$ cat src/hw/rtl/tdef_pkg.sv
// Shared types, codes and the microcode program of the table-driven event state machine.
package tdef_pkg;

    localparam int STATE_W    = 5;
    localparam int SIG_IN_W   = 8;
    localparam int EIDX_W     = 3;
    localparam int KIND_W     = 3;
    localparam int RK_W       = 2;
    localparam int IN_DATA_W  = 24;
    localparam int OUT_DATA_W = 32;
    localparam int UPC_W      = 4;

    localparam logic [KIND_W-1:0] KIND_PUSH      = 3'd0;
    localparam logic [KIND_W-1:0] KIND_RUN       = 3'd1;
    localparam logic [KIND_W-1:0] KIND_CLEAR     = 3'd2;
    localparam logic [KIND_W-1:0] KIND_WR_ENTRY  = 3'd3;
    localparam logic [KIND_W-1:0] KIND_WR_PSEUDO = 3'd4;

    localparam logic [RK_W-1:0] RK_ACK    = 2'd0;
    localparam logic [RK_W-1:0] RK_REPORT = 2'd1;
    localparam logic [RK_W-1:0] RK_DONE   = 2'd2;

    typedef logic [UPC_W-1:0] upc_t;

    localparam upc_t UPC_FETCH = 4'd0;
    localparam upc_t UPC_RUN   = 4'd4;
    localparam upc_t UPC_ENTRY = 4'd7;
    localparam upc_t UPC_HIT   = 4'd11;
    localparam upc_t UPC_NEXT  = 4'd14;
    localparam upc_t UPC_SCAN  = 4'd5;
    localparam upc_t UPC_DONE  = 4'd15;

    typedef enum logic [3:0] {
        ACT_NONE,
        ACT_FETCH,
        ACT_EXEC,
        ACT_ACK,
        ACT_SCAN_START,
        ACT_EI_CLR,
        ACT_EI_INC,
        ACT_HIT,
        ACT_REPORT,
        ACT_QI_INC,
        ACT_DONE
    } act_t;

    typedef enum logic [3:0] {
        COND_NEVER,
        COND_ALWAYS,
        COND_NO_FIRE,
        COND_KIND_RUN,
        COND_QI_END,
        COND_CONSUMED,
        COND_EI_END,
        COND_NOT_PRESENT,
        COND_MATCH,
        COND_PSEUDO
    } cond_t;

    typedef struct packed {
        act_t  act;
        cond_t cond;
        upc_t  jmp;
    } uword_t;

    typedef struct packed {
        logic no_fire;
        logic kind_run;
        logic qi_end;
        logic consumed;
        logic ei_end;
        logic not_present;
        logic match;
        logic pseudo;
        logic out_busy;
    } dp_status_t;

    function automatic uword_t ucode_rom(input upc_t upc);
        uword_t w;
        case (upc)
            4'd0:    w = '{ACT_FETCH,      COND_NO_FIRE,     UPC_FETCH};
            4'd1:    w = '{ACT_NONE,       COND_KIND_RUN,    UPC_RUN};
            4'd2:    w = '{ACT_EXEC,       COND_NEVER,       UPC_FETCH};
            4'd3:    w = '{ACT_ACK,        COND_ALWAYS,      UPC_FETCH};
            4'd4:    w = '{ACT_SCAN_START, COND_NEVER,       UPC_FETCH};
            4'd5:    w = '{ACT_NONE,       COND_QI_END,      UPC_DONE};
            4'd6:    w = '{ACT_EI_CLR,     COND_CONSUMED,    UPC_NEXT};
            4'd7:    w = '{ACT_NONE,       COND_EI_END,      UPC_NEXT};
            4'd8:    w = '{ACT_NONE,       COND_NOT_PRESENT, UPC_NEXT};
            4'd9:    w = '{ACT_NONE,       COND_MATCH,       UPC_HIT};
            4'd10:   w = '{ACT_EI_INC,     COND_ALWAYS,      UPC_ENTRY};
            4'd11:   w = '{ACT_HIT,        COND_NEVER,       UPC_FETCH};
            4'd12:   w = '{ACT_REPORT,     COND_PSEUDO,      UPC_NEXT};
            4'd13:   w = '{ACT_NONE,       COND_ALWAYS,      UPC_RUN};
            4'd14:   w = '{ACT_QI_INC,     COND_ALWAYS,      UPC_SCAN};
            4'd15:   w = '{ACT_DONE,       COND_ALWAYS,      UPC_FETCH};
            default: w = '{ACT_NONE,       COND_ALWAYS,      UPC_FETCH};
        endcase
        return w;
    endfunction

endpackage

$ cat src/hw/rtl/tdef_useq.sv
// Microcode sequencer: step counter, program ROM and conditional jumps.
module tdef_useq (
    input  logic                 clk,
    input  logic                 rst_n,
    input  tdef_pkg::dp_status_t status,
    output tdef_pkg::act_t       act
);

    tdef_pkg::upc_t   upc_reg;
    tdef_pkg::upc_t   upc_next;
    tdef_pkg::uword_t uw;
    logic             emit;
    logic             stall;
    logic             cond_hit;

    assign uw    = tdef_pkg::ucode_rom(upc_reg);
    assign emit  = (uw.act == tdef_pkg::ACT_ACK) || (uw.act == tdef_pkg::ACT_REPORT) ||
                   (uw.act == tdef_pkg::ACT_DONE);
    assign stall = emit && status.out_busy;

    always_comb
    begin
        case (uw.cond)
            tdef_pkg::COND_NEVER:       cond_hit = 1'b0;
            tdef_pkg::COND_ALWAYS:      cond_hit = 1'b1;
            tdef_pkg::COND_NO_FIRE:     cond_hit = status.no_fire;
            tdef_pkg::COND_KIND_RUN:    cond_hit = status.kind_run;
            tdef_pkg::COND_QI_END:      cond_hit = status.qi_end;
            tdef_pkg::COND_CONSUMED:    cond_hit = status.consumed;
            tdef_pkg::COND_EI_END:      cond_hit = status.ei_end;
            tdef_pkg::COND_NOT_PRESENT: cond_hit = status.not_present;
            tdef_pkg::COND_MATCH:       cond_hit = status.match;
            tdef_pkg::COND_PSEUDO:      cond_hit = status.pseudo;
            default:                    cond_hit = 1'b0;
        endcase
    end

    always_comb
    begin
        if (stall)
        begin
            upc_next = upc_reg;
        end
        else if (cond_hit)
        begin
            upc_next = uw.jmp;
        end
        else
        begin
            upc_next = upc_reg + tdef_pkg::upc_t'(1);
        end
    end

    assign act = stall ? tdef_pkg::ACT_NONE : uw.act;

    always_ff @(posedge clk or negedge rst_n)
    begin
        if (!rst_n)
        begin
            upc_reg <= tdef_pkg::UPC_FETCH;
        end
        else
        begin
            upc_reg <= upc_next;
        end
    end

endmodule

$ cat src/hw/rtl/tdef_dpath.sv
// Datapath: queue, transition table, pseudo flags, scan registers and output register.
module tdef_dpath #(
    parameter int NUM_STATES        = 32,
    parameter int ENTRIES_PER_STATE = 8,
    parameter int QUEUE_DEPTH       = 16,
    parameter int SIGNAL_BITS       = 8
) (
    input  logic                              clk,
    input  logic                              rst_n,
    input  tdef_pkg::act_t                    act,
    output tdef_pkg::dp_status_t              status,
    input  logic                              s_tvalid,
    output logic                              s_tready,
    input  logic [tdef_pkg::IN_DATA_W-1:0]    s_tdata,
    input  logic [tdef_pkg::KIND_W-1:0]       s_tuser,
    output logic                              m_tvalid,
    input  logic                              m_tready,
    output logic [tdef_pkg::OUT_DATA_W-1:0]   m_tdata,
    output logic [tdef_pkg::RK_W-1:0]         m_tuser,
    output logic                              m_tlast
);

    localparam int SW        = tdef_pkg::STATE_W;
    localparam int SIG_W     = (SIGNAL_BITS < tdef_pkg::SIG_IN_W) ? SIGNAL_BITS
                                                                  : tdef_pkg::SIG_IN_W;
    localparam int QA_W      = (QUEUE_DEPTH > 1) ? $clog2(QUEUE_DEPTH) : 1;
    localparam int CNT_W     = $clog2(QUEUE_DEPTH + 1);
    localparam int TBL_DEPTH = NUM_STATES * ENTRIES_PER_STATE;
    localparam int TA_W      = $clog2(TBL_DEPTH);
    localparam int EI_W      = $clog2(ENTRIES_PER_STATE + 1);
    localparam int PA_W      = $clog2(NUM_STATES);
    localparam int TW_W      = 1 + SW + SIG_W;

    // latched input beat
    logic [tdef_pkg::KIND_W-1:0] kind_reg;
    logic [SIG_W-1:0]            sig_reg;
    logic [SW-1:0]               st_reg;
    logic [tdef_pkg::EIDX_W-1:0] ein_reg;
    logic [SW-1:0]               tgt_reg;
    logic                        valid_reg;
    logic                        pbit_reg;

    logic [SW-1:0]    cur_reg, cur_next;
    logic [CNT_W-1:0] cnt_reg, cnt_next;
    logic [CNT_W-1:0] qi_reg, qi_next;
    logic [EI_W-1:0]  ei_reg, ei_next;
    logic             err_reg, err_next;
    logic [QUEUE_DEPTH-1:0] cons_reg, cons_next;

    logic             sweep_busy_reg, sweep_busy_next;
    logic [TA_W-1:0]  sweep_reg, sweep_next;

    logic [SIG_W-1:0] q_mem [QUEUE_DEPTH];
    logic [SIG_W-1:0] q_rd_reg;
    logic [TW_W-1:0]  tbl_mem [TBL_DEPTH];
    logic [TW_W-1:0]  tbl_rd_reg;
    logic             ps_mem [NUM_STATES];
    logic             ps_rd_reg;

    logic                           out_valid_reg, out_valid_next;
    logic [tdef_pkg::RK_W-1:0]      out_kind_reg, out_kind_next;
    logic                           out_err_reg, out_err_next;
    logic [SW-1:0]                  out_from_reg, out_from_next;
    logic [tdef_pkg::SIG_IN_W-1:0]  out_sig_reg, out_sig_next;
    logic [SW-1:0]                  out_to_reg, out_to_next;
    logic                           out_pse_reg, out_pse_next;
    logic [SW-1:0]                  out_cur_reg, out_cur_next;
    logic                           out_last_reg, out_last_next;

    logic             fire;
    logic             out_busy;
    logic             tbl_present;
    logic [SW-1:0]    tbl_tgt;
    logic [SIG_W-1:0] tbl_sig;
    logic             tgt_pseudo;
    logic [TA_W-1:0]  rd_addr;
    logic [TA_W-1:0]  wr_addr;
    logic             wr_ok;
    logic             st_ok;
    logic             push_ok;
    logic             exec;

    assign s_tready = (act == tdef_pkg::ACT_FETCH) && !sweep_busy_reg;
    assign fire     = s_tvalid && s_tready;
    assign out_busy = out_valid_reg && !m_tready;
    assign exec     = (act == tdef_pkg::ACT_EXEC);

    assign {tbl_present, tbl_tgt, tbl_sig} = tbl_rd_reg;
    assign tgt_pseudo = (int'(tbl_tgt) < NUM_STATES) && ps_rd_reg;

    assign rd_addr = TA_W'(int'(cur_reg) * ENTRIES_PER_STATE + int'(ei_reg));
    assign wr_addr = TA_W'(int'(st_reg) * ENTRIES_PER_STATE + int'(ein_reg));
    assign st_ok   = int'(st_reg) < NUM_STATES;
    assign wr_ok   = st_ok && (int'(ein_reg) < ENTRIES_PER_STATE);
    assign push_ok = int'(cnt_reg) < QUEUE_DEPTH;

    always_comb
    begin
        status.no_fire     = !fire;
        status.kind_run    = (kind_reg == tdef_pkg::KIND_RUN);
        status.qi_end      = (qi_reg >= cnt_reg);
        status.consumed    = cons_reg[qi_reg[QA_W-1:0]];
        status.ei_end      = (int'(ei_reg) >= ENTRIES_PER_STATE) ||
                             (int'(cur_reg) >= NUM_STATES);
        status.not_present = !tbl_present;
        status.match       = (tbl_sig == q_rd_reg);
        status.pseudo      = tgt_pseudo;
        status.out_busy    = out_busy;
    end

    // reset sweep clears the table and pseudo flags
    always_comb
    begin
        sweep_busy_next = sweep_busy_reg;
        sweep_next      = sweep_reg;
        if (sweep_busy_reg)
        begin
            sweep_next = sweep_reg + TA_W'(1);
            if (sweep_reg == TA_W'(TBL_DEPTH - 1))
            begin
                sweep_busy_next = 1'b0;
            end
        end
    end

    always_comb
    begin
        cur_next  = cur_reg;
        cnt_next  = cnt_reg;
        qi_next   = qi_reg;
        ei_next   = ei_reg;
        err_next  = err_reg;
        cons_next = cons_reg;
        case (act)
            tdef_pkg::ACT_EXEC:
            begin
                err_next = 1'b0;
                case (kind_reg)
                    tdef_pkg::KIND_PUSH:
                    begin
                        if (push_ok)
                        begin
                            cons_next[cnt_reg[QA_W-1:0]] = 1'b0;
                            cnt_next = cnt_reg + CNT_W'(1);
                        end
                        else
                        begin
                            err_next = 1'b1;
                        end
                    end
                    tdef_pkg::KIND_CLEAR: cnt_next = '0;
                    default: ;
                endcase
            end
            tdef_pkg::ACT_SCAN_START: qi_next = '0;
            tdef_pkg::ACT_EI_CLR:     ei_next = '0;
            tdef_pkg::ACT_EI_INC:     ei_next = ei_reg + EI_W'(1);
            tdef_pkg::ACT_HIT:        cons_next[qi_reg[QA_W-1:0]] = 1'b1;
            tdef_pkg::ACT_REPORT:
            begin
                if (!tgt_pseudo)
                begin
                    cur_next = tbl_tgt;
                end
            end
            tdef_pkg::ACT_QI_INC:     qi_next = qi_reg + CNT_W'(1);
            default: ;
        endcase
    end

    always_comb
    begin
        out_valid_next = out_valid_reg && !m_tready;
        out_kind_next  = out_kind_reg;
        out_err_next   = out_err_reg;
        out_from_next  = out_from_reg;
        out_sig_next   = out_sig_reg;
        out_to_next    = out_to_reg;
        out_pse_next   = out_pse_reg;
        out_cur_next   = out_cur_reg;
        out_last_next  = out_last_reg;
        case (act)
            tdef_pkg::ACT_ACK, tdef_pkg::ACT_DONE:
            begin
                out_valid_next = 1'b1;
                out_kind_next  = (act == tdef_pkg::ACT_ACK) ? tdef_pkg::RK_ACK
                                                            : tdef_pkg::RK_DONE;
                out_err_next   = (act == tdef_pkg::ACT_ACK) && err_reg;
                out_from_next  = '0;
                out_sig_next   = '0;
                out_to_next    = '0;
                out_pse_next   = 1'b0;
                out_cur_next   = cur_reg;
                out_last_next  = 1'b1;
            end
            tdef_pkg::ACT_REPORT:
            begin
                out_valid_next = 1'b1;
                out_kind_next  = tdef_pkg::RK_REPORT;
                out_err_next   = 1'b0;
                out_from_next  = cur_reg;
                out_sig_next   = tdef_pkg::SIG_IN_W'(q_rd_reg);
                out_to_next    = tbl_tgt;
                out_pse_next   = tgt_pseudo;
                out_cur_next   = tgt_pseudo ? cur_reg : tbl_tgt;
                out_last_next  = 1'b0;
            end
            default: ;
        endcase
    end

    always_ff @(posedge clk or negedge rst_n)
    begin
        if (!rst_n)
        begin
            cur_reg        <= '0;
            cnt_reg        <= '0;
            qi_reg         <= '0;
            ei_reg         <= '0;
            err_reg        <= 1'b0;
            cons_reg       <= '0;
            sweep_busy_reg <= 1'b1;
            sweep_reg      <= '0;
            out_valid_reg  <= 1'b0;
        end
        else
        begin
            cur_reg        <= cur_next;
            cnt_reg        <= cnt_next;
            qi_reg         <= qi_next;
            ei_reg         <= ei_next;
            err_reg        <= err_next;
            cons_reg       <= cons_next;
            sweep_busy_reg <= sweep_busy_next;
            sweep_reg      <= sweep_next;
            out_valid_reg  <= out_valid_next;
        end
    end

    always_ff @(posedge clk)
    begin
        if (fire)
        begin
            kind_reg  <= s_tuser;
            sig_reg   <= s_tdata[SIG_W-1:0];
            st_reg    <= s_tdata[12:8];
            ein_reg   <= s_tdata[15:13];
            tgt_reg   <= s_tdata[20:16];
            valid_reg <= s_tdata[21];
            pbit_reg  <= s_tdata[22];
        end
        out_kind_reg <= out_kind_next;
        out_err_reg  <= out_err_next;
        out_from_reg <= out_from_next;
        out_sig_reg  <= out_sig_next;
        out_to_reg   <= out_to_next;
        out_pse_reg  <= out_pse_next;
        out_cur_reg  <= out_cur_next;
        out_last_reg <= out_last_next;
    end

    always_ff @(posedge clk)
    begin
        if (exec && (kind_reg == tdef_pkg::KIND_PUSH) && push_ok)
        begin
            q_mem[cnt_reg[QA_W-1:0]] <= sig_reg;
        end
        q_rd_reg <= q_mem[qi_reg[QA_W-1:0]];
    end

    always_ff @(posedge clk)
    begin
        if (sweep_busy_reg)
        begin
            tbl_mem[sweep_reg] <= '0;
        end
        else if (exec && (kind_reg == tdef_pkg::KIND_WR_ENTRY) && wr_ok)
        begin
            tbl_mem[wr_addr] <= {valid_reg, tgt_reg, sig_reg};
        end
        tbl_rd_reg <= tbl_mem[rd_addr];
    end

    always_ff @(posedge clk)
    begin
        if (sweep_busy_reg)
        begin
            if (int'(sweep_reg) < NUM_STATES)
            begin
                ps_mem[PA_W'(sweep_reg)] <= 1'b0;
            end
        end
        else if (exec && (kind_reg == tdef_pkg::KIND_WR_PSEUDO) && st_ok)
        begin
            ps_mem[PA_W'(st_reg)] <= pbit_reg;
        end
        ps_rd_reg <= ps_mem[PA_W'(tbl_tgt)];
    end

    assign m_tvalid = out_valid_reg;
    assign m_tuser  = out_kind_reg;
    assign m_tlast  = out_last_reg;
    assign m_tdata  = {7'd0, out_cur_reg, out_pse_reg, out_to_reg, out_sig_reg,
                       out_from_reg, out_err_reg};

endmodule

$ cat src/hw/rtl/table_driven_event_fsm.sv
// Top level of the table-driven event state machine.
//
// One input stream (s_*) carries commands: push signal, run, clear queue,
// write transition entry, write pseudo flag; tuser holds the command kind.
// One output stream (m_*) carries results; tuser holds the result kind and
// tlast marks the final beat for a command.
// Push, clear, writes and unknown kinds end in a single ack beat.
// Run: a program of 16 microcode steps walks the queue and the entry list of
// the current state, and starts again from the oldest slot after each
// non-pseudo transition.
// After reset the transition table and pseudo flags are cleared, one word a
// cycle; s_tready stays low meanwhile.
// A stalled output holds its beat and the sequencer waits on the next result;
// a new command is taken while the last result of the previous one waits.
module table_driven_event_fsm #(
    parameter int NUM_STATES        = 32,
    parameter int ENTRIES_PER_STATE = 8,
    parameter int QUEUE_DEPTH       = 16,
    parameter int SIGNAL_BITS       = 8
) (
    input  logic                            clk,
    input  logic                            rst_n,
    input  logic                            s_tvalid,
    output logic                            s_tready,
    // signal_value, state_index, entry_index, target_state, entry_valid, pseudo_bit
    input  logic [tdef_pkg::IN_DATA_W-1:0]  s_tdata,
    // kind
    input  logic [tdef_pkg::KIND_W-1:0]     s_tuser,
    output logic                            m_tvalid,
    input  logic                            m_tready,
    // error_flag, from_state, fired_signal, to_state, to_pseudo, current_state_out
    output logic [tdef_pkg::OUT_DATA_W-1:0] m_tdata,
    // result_kind
    output logic [tdef_pkg::RK_W-1:0]       m_tuser,
    output logic                            m_tlast
);

    tdef_pkg::act_t       act;
    tdef_pkg::dp_status_t status;

    tdef_useq u_useq (
        .clk    (clk),
        .rst_n  (rst_n),
        .status (status),
        .act    (act)
    );

    tdef_dpath #(
        .NUM_STATES        (NUM_STATES),
        .ENTRIES_PER_STATE (ENTRIES_PER_STATE),
        .QUEUE_DEPTH       (QUEUE_DEPTH),
        .SIGNAL_BITS       (SIGNAL_BITS)
    ) u_dpath (
        .clk      (clk),
        .rst_n    (rst_n),
        .act      (act),
        .status   (status),
        .s_tvalid (s_tvalid),
        .s_tready (s_tready),
        .s_tdata  (s_tdata),
        .s_tuser  (s_tuser),
        .m_tvalid (m_tvalid),
        .m_tready (m_tready),
        .m_tdata  (m_tdata),
        .m_tuser  (m_tuser),
        .m_tlast  (m_tlast)
    );

endmodule

$ cat config.mk
export PLATFORM = sky130hd
export DESIGN_NAME = table_driven_event_fsm
export DESIGN_NICKNAME = d
export VERILOG_FILES = /design/src/hw/rtl/tdef_pkg.sv /design/src/hw/rtl/tdef_useq.sv /design/src/hw/rtl/tdef_dpath.sv /design/src/hw/rtl/table_driven_event_fsm.sv
export SDC_FILE = /design/constraint.sdc
export NUM_CORES = 2
export LEC_CHECK = 0
export BUFFER_PORTS_ARGS = -buffer_cell sky130_fd_sc_hd__buf_2
export CAP_MARGIN = 20
export CORE_ASPECT_RATIO = 2
export CORE_MARGIN = 5
export CORE_UTILIZATION = 48
export CTS_BUF_LIST = sky130_fd_sc_hd__clkbuf_4
export CTS_CLUSTER_SIZE = 40
export DETAILED_ROUTE_END_ITERATION = 7
export GPL_TIMING_DRIVEN = 0
export PLACE_DENSITY = 0.68
export REMOVE_ABC_BUFFERS = 1
export SLEW_MARGIN = 20
export SYNTH_ARGS = -nofsm -noshare
export SYNTH_HDL_FRONTEND = slang
export SYNTH_SLANG_ARGS = --single-unit
$ cat constraint.sdc
create_clock -name clk -period 7.8 [get_ports clk]
set_input_delay 1.95 -clock clk [delete_from_list [all_inputs] [get_ports clk]]
set_output_delay 1.95 -clock clk [all_outputs]
set_load 0.005 [all_outputs]
# --- Word level (Yosys, flattened, before mapping) ---
# Memories as Yosys holds them, arrays and structs flattened. A register that Yosys moved wholly into a read port is not among the register bits.
# Cells that the tools add are included.
totals:
  ff_bits: 104
  ram_bits: 3744
  rom_bits: 192
  input_bits: 31
  output_inout_bits: 37
  elab_cells: 157
  mem_count: 4
classes:
  add_sub_neg: 7
  magnitude_cmp: 8
  eq_ne: 31
  n_mux: 50
  bitwise_logic: 3
  reduce_logical: 29
mem_list:
  columns: ["memory", "words", "word_bits", "rd", "rd_clocked_by_memory_dff", "wr", "line_no", "text"]
  rows:
  - ["u_dpath.tbl_mem", 256, 14, 1, 1, 1, "tdef_dpath.sv:55", "logic [TW_W-1:0] tbl_mem [TBL_DEPTH];"]
  - ["(no name shown)", 16, 12, 1, 0, 0, "tdef_pkg.sv:80", "case (upc)"]
  - ["u_dpath.q_mem", 16, 8, 1, 1, 1, "tdef_dpath.sv:53", "logic [SIG_W-1:0] q_mem [QUEUE_DEPTH];"]
  - ["u_dpath.ps_mem", 32, 1, 1, 1, 1, "tdef_dpath.sv:57", "logic ps_mem [NUM_STATES];"]
ops:
  columns: ["cell", "count"]
  rows:
  - ["$pmux W5 S2", 5]
  - ["$eq A4 B3 Y1 const B", 8]
  - ["$mux W16", 2]
  - ["$pmux W16 S2", 1]
  - ["$eq A4 B4 Y1 const B", 7]
  - ["$mux W1", 24]
  - ["$eq A4 B2 Y1 const B", 5]
  - ["$and A16 B16 Y16", 1]
  - ["$not A16 Y16", 1]
  - ["$or A16 B16 Y16", 1]
  - ["$pmux W8 S2", 1]
  - ["$mux W5", 3]
  - ["$mux W14", 1]
  - ["$reduce_or A14 Y1", 1]
  - ["$logic_and A1 B1 Y1", 11]
  - ["$add A5 B1 Y5 const B", 2]
  - ["$lt A4 B5 Y1 const B", 2]
  - ["$reduce_bool A2 Y1", 5]
  - ["$pmux W1 S9", 1]
  - ["$add A4 B1 Y4 const B", 2]
  - ["$add A8 B1 Y8 const B", 1]
  - ["$add A8 B3 Y8", 1]
  - ["$add A8 B4 Y8", 1]
  - ["$demux W1 S4", 2]
  - ["other kinds (27)", 39]

# --- Depth between registers and ports, before layout ---
# An unclocked memory read counts as a cell.
logic_depth:
  depth_word: 13
  mapped_depth: 14
  ltp_nobuf: 9

# --- Modules after synthesis ---
# Synthesis repeated with hierarchy kept, for this count alone.
hier_totals:
  cells_unflattened: 7324
  area_unflattened_um2: 150341.7
by_module_without_submodules:
  columns: ["module", "n_inst", "cells_per_inst", "area_each_um2"]
  rows:
  - ["tdef_dpath", 1, 7225, 149597.2]
  - ["tdef_useq", 1, 99, 744.5]

# --- Least setup slack after synthesis ---
# No wires, ideal clock.
synth_path:
  path_type: "reg-to-reg"
  from: "register u_useq.upc_reg[0]"
  to: "memory u_dpath.tbl_mem[0][10] (netlist name), data pin"
  setup_ns: 0.870
  t_arrival_ns: 5.719
  required_ns: 6.930
  slack_ns: 1.211
  path_stages_with_launch: 11
  path_buffers: 4
  synth_period_minus_slack_ns: 6.589
  path_cell_list: "dfrtp_1 clkbuf_1 inv_1 ha_1 nor2b_1 o31ai_4 nor4_4 buf_6 buf_2 clkbuf_1 and2_1"
synth_via:
  elab_chain_len: 13
  word_cells_on_any_way: 15
  cone_classes: "eq/ne (4); mux (5); reduce/logical (5); memory (1)"
synth_rtl:
  columns: ["element", "line_no", "text"]
  rows:
  - ["from (decl)", "tdef_useq.sv:9", "tdef_pkg::upc_t upc_reg;"]
  - ["from (signal assigned)", "tdef_useq.sv:60", "upc_reg <= tdef_pkg::UPC_FETCH;"]
  - ["from (signal assigned)", "tdef_useq.sv:64", "upc_reg <= upc_next;"]
  - ["$mem_v2 Z16 W12 (*)", null, null]
  - ["$eq A4 B2 Y1 or $eq A4 B4 Y1 (tied branches)", "tdef_useq.sv:17", "assign emit = (uw.act == tdef_pkg::ACT_ACK) || (uw.act == tdef_pkg::ACT_REPORT) ||"]
  - ["$logic_or A1 B1 Y1 (2 in series)", "tdef_useq.sv:17", null]
  - ["$logic_and A1 B1 Y1", "tdef_useq.sv:19", "assign stall = emit && status.out_busy;"]
  - ["$mux W4 (*)", "tdef_useq.sv:54", "assign act = stall ? tdef_pkg::ACT_NONE : uw.act;"]
  - ["$eq A4 B2 Y1 (*)", "tdef_dpath.sv:86", "assign exec = (act == tdef_pkg::ACT_EXEC);"]
  - ["$logic_and A1 B1 Y1 (*)", "tdef_dpath.sv:277", "else if (exec && (kind_reg == tdef_pkg::KIND_WR_ENTRY) && wr_ok)"]
  - ["$mux W1 (*)", "tdef_dpath.sv:277", null]
  - ["$mux W1 (*)", "tdef_dpath.sv:273", "if (sweep_busy_reg)"]
  - ["$mux W1 (implied by the code) (*)", "tdef_dpath.sv:279", "tbl_mem[wr_addr] <= {valid_reg, tgt_reg, sig_reg};"]
  - ["$reduce_or A14 Y1 (no source line) (*)", null, null]
  - ["$mux W14 (no source line) (*)", null, null]
  - ["to (decl)", "tdef_dpath.sv:55", null]
# Every way passes the cells marked *; elsewhere a longest branch is shown, timed or not.

# --- Worst setup path after layout ---
layout_path:
  from: "register u_dpath.ei_reg[1]"
  to: "register u_dpath.tbl_rd_reg[0], read port of u_dpath.tbl_mem"
layout_via:
  elab_chain_len: 1
layout_rtl:
  columns: ["element", "line_no", "text"]
  rows:
  - ["from (decl)", "tdef_dpath.sv:46", "logic [EI_W-1:0] ei_reg, ei_next;"]
  - ["from (signal assigned)", "tdef_dpath.sv:231", "ei_reg <= ei_next;"]
  - ["$add A8 B4 Y8", "tdef_dpath.sv:91", "assign rd_addr = TA_W'(int'(cur_reg) * ENTRIES_PER_STATE + int'(ei_reg));"]
  - ["to (decl)", "tdef_dpath.sv:56", "logic [TW_W-1:0] tbl_rd_reg;"]
# No other way between the ends.
# A chain may end at the register's enable or synchronous reset.

==> qor.yml <==
synth.most_common_cell: "edfxtp_1"
critPathBufInv: 8
crit_fanout: 45
setup_viol: 0
root_buffer: "clkbuf_4"
hold_viol: 0
synth_edf_count: 3798
wire_per_inst_um: 33.2
wirelength_um: 426000
overflow: 0
multi_input_area_sq_mm: 0.0339
htree_num_levels: 6
hp-class: "reg2reg"
regArea_sq_mm: 0.116
gp_congestion: 0.839
synth_top_area_share_pct: 75.1
cts_tree: "built"
synth_seq_area_share_pct: 76.2
drc_errors: 0
required_ns: 9.12
antenna_found_initial: 23
pwr_density_cell_mw_per_mm2: 295
dieArea_sq_mm: 0.328
fin_crit_ns: 6.86
post-route-util_pct: 54.4
nNetsFinal: 8179
ys_seq_elements: 3871
rsz0062_at_grt: "no"
cp_top_family: "compound AO/OA/AOI/OAI gates"
crit_path_end_kind: "flip-flop"
crit_top_cell: "buf_12"
hold_buffers: 0
cp_slowest_cell: "a2111oi_2"
dr.first_iter.drc_count: 9368
dp_hpwl_um: 280000
max_freq_mhz: 146
final-max-slew-violation-count: 0
core_area_sq_mm: 0.316
max_stage_delay_ns: 1.00
yosys-top-cells-count: "3798 x edfxtp_1, 755 x mux4_2, 447 x mux2i_1"
area_delta_synth_final_pct: 13.0
vias: 80600
post-cts-setup-buffers: 0
crit_chain: "buf_12 > buf_16 > buf_12 > buf_12 > buf_16 > nand2_4 > buf_12 > buf_16 > buf_12 > o221ai_1 > o22ai_1 > nor3_2 > o32ai_1 > a2111oi_2 > o31a_1"
via_per_inst: 6.28
synth_area_leaders: "edfxtp_1 75%, mux4_2 11%, mux2i_1 2.9%"
avgSynthCellArea_sq_um: 20.7
synth_area_leader_cell: "edfxtp_1"
use_met3_pct: 4.97
start_util_pct: 48.1
maxCapViolCount: 0
met2_usage_pct: 44.7
status: "complete, no violations"
stdcell_count: 12800
grt_pass1_vias: 83200
cp.arrival_ns: 8.18
drive_above_1_share_pct: 31.5
clock_sinks: 3871
synth_warnings: 0
fillerInstances: 23700
crit_path_start_kind: "flip-flop"
dp_slack_ns: 1.20
slew_headroom_pct: 16.7
clock_path_buffers: 4
grt_max_degree: 81
syn_area_sq_mm: 0.152
cts_resized: 0
pin_count: 68
dominantRegCellSynth: "edfxtp_1"
synthDistinctLibCells: 105
core.rowCount: 292
die_y_um: 805
synthCells: 7350
io_buffers: 59
final_critical_path_setup_slack_ns: 0.938
fin_worst_skew_ns: 0.109
ir_worst_vdd_v: 0.000229
synth-async-reset-ratio_pct: 1.29
top_register: "u_dpath.tbl_mem"
grtUsageTotal_pct: 25.6
busiest_layer: "met2"
detail-route-antenna-nets: 0
drt-pass1-iter-count: 6
cts.clk_slew.worst_paths_ns: 0.08
fin_crit_sh_pct: 88.0
crit_type: "reg2reg"
numCtsBuffers: 772
largest_reg_flops: 3584
dieWidth_um: 408
totalPowerFinal_mw: 50.6
grt_use_met1_pct: 27.7
dp_cells: 11500
tightest_slew_ns: 1.25
grt_pass1_wl_um: 602000
clk_latency_ns: 1.45
p_leak_nw: 48.4
whs_ns: 0.503
[stage by stage]
step / area, sq um / setup TNS [ns]
final: 172000 / 0
after global routing: 172000 / 0
after CTS: 172000 / 0
after detailed placement: 162000 / 0
after global placement: 154000 / -
after floorplan: 149000 / -610.83
[worst min-delay path: cells and delay by family (launching register included)]
kind,cells,cell delay (ns)
and+or+nand+nor,1,0.05
DFF,1,0.35
AOI/OAI and AO/OA,1,0.07
[where the power goes]
part	internal [mW]	switching [mW]	total, mW
Combinational	4.57	8.26	12.8
Sequential	22.9	0.393	23.3
Clock	6.93	7.50	14.4
Total	34.4	16.2	50.6
[final timing paths]
check                                        from               endpoint  slack [ns]  cells after the start
worst max-delay path            u_dpath.ei_reg[1]  u_dpath.tbl_rd_reg[0]        0.94                     15
worst min-delay path              u_dpath.err_reg        u_dpath.err_reg        0.50                      2
worst max register to register  u_dpath.ei_reg[1]  u_dpath.tbl_rd_reg[0]        0.94                     15
worst min register to register    u_dpath.err_reg        u_dpath.err_reg        0.50                      2
max in group asynchronous                   rst_n      u_dpath.ei_reg[1]        6.60                      1
min in group asynchronous                   rst_n    u_dpath.cons_reg[3]        0.57                      1
[final cells by class]
class,count,area share (%)
inverter,27,0.0649
timing repair buffer,434,4.08
antenna,19,0.0277
multi-input combinational,3018,19.8
tap,4116,3.00
clock inverter,247,0.790
clock buffer,1098,4.80
sequential,3871,67.5
[kinds of logic (layout without fill, tap and decap cells)]
| kind of cell | count (synthesis) | in the layout | synth area share [%] |
|---|---|---|---|
| AO/OA/AOI/OAI | 835 | 835 | 3.87 |
| XOR/XNOR | 18 | 18 | 0.104 |
| adder cells (fa/ha/maj) | 24 | 24 | 0.198 |
| buffers and inverters | 467 | 1806 | 2.16 |
| flip-flops | 3871 | 3871 | 76.2 |
| multiplexers | 1241 | 1241 | 14.7 |
| other | 1 | 26 | 0.00247 |
| AND/OR/NAND/NOR | 893 | 893 | 2.77 |
[layer usage]
metal	wire [um]	vias up
met5	97	-
met4	38300	14
met3	34400	1287
met2	220000	4647
met1	134000	42000
li1	-	32700
[layout by cell type, fill, tap and decap left out, types with 23 or more instances in the layout]
master	synthesis	routed
o21ai_0	91	88
buf_2	119	63
nand3_1	74	74
a22oi_1	87	87
inv_1	24	24
mux4_2	755	755
and2_1	70	55
a31oi_1	37	35
o22ai_1	139	138
buf_8	50	68
dfxtp_1	23	23
buf_12	10	47
clkinv_1	2	189
o221ai_1	139	139
buf_6	57	131
mux2i_1	447	446
clkinv_2	0	27
edfxtp_1	3798	3798
mux4_1	24	24
nor2_2	0	258
dfrtp_1	49	43
nor2_1	407	145
clkbuf_4	1	1098
nor3_1	53	49
nand2_1	141	136
buf_16	0	115
a21oi_1	146	145
No activity file was read; power rests on OpenSTA's default activity.
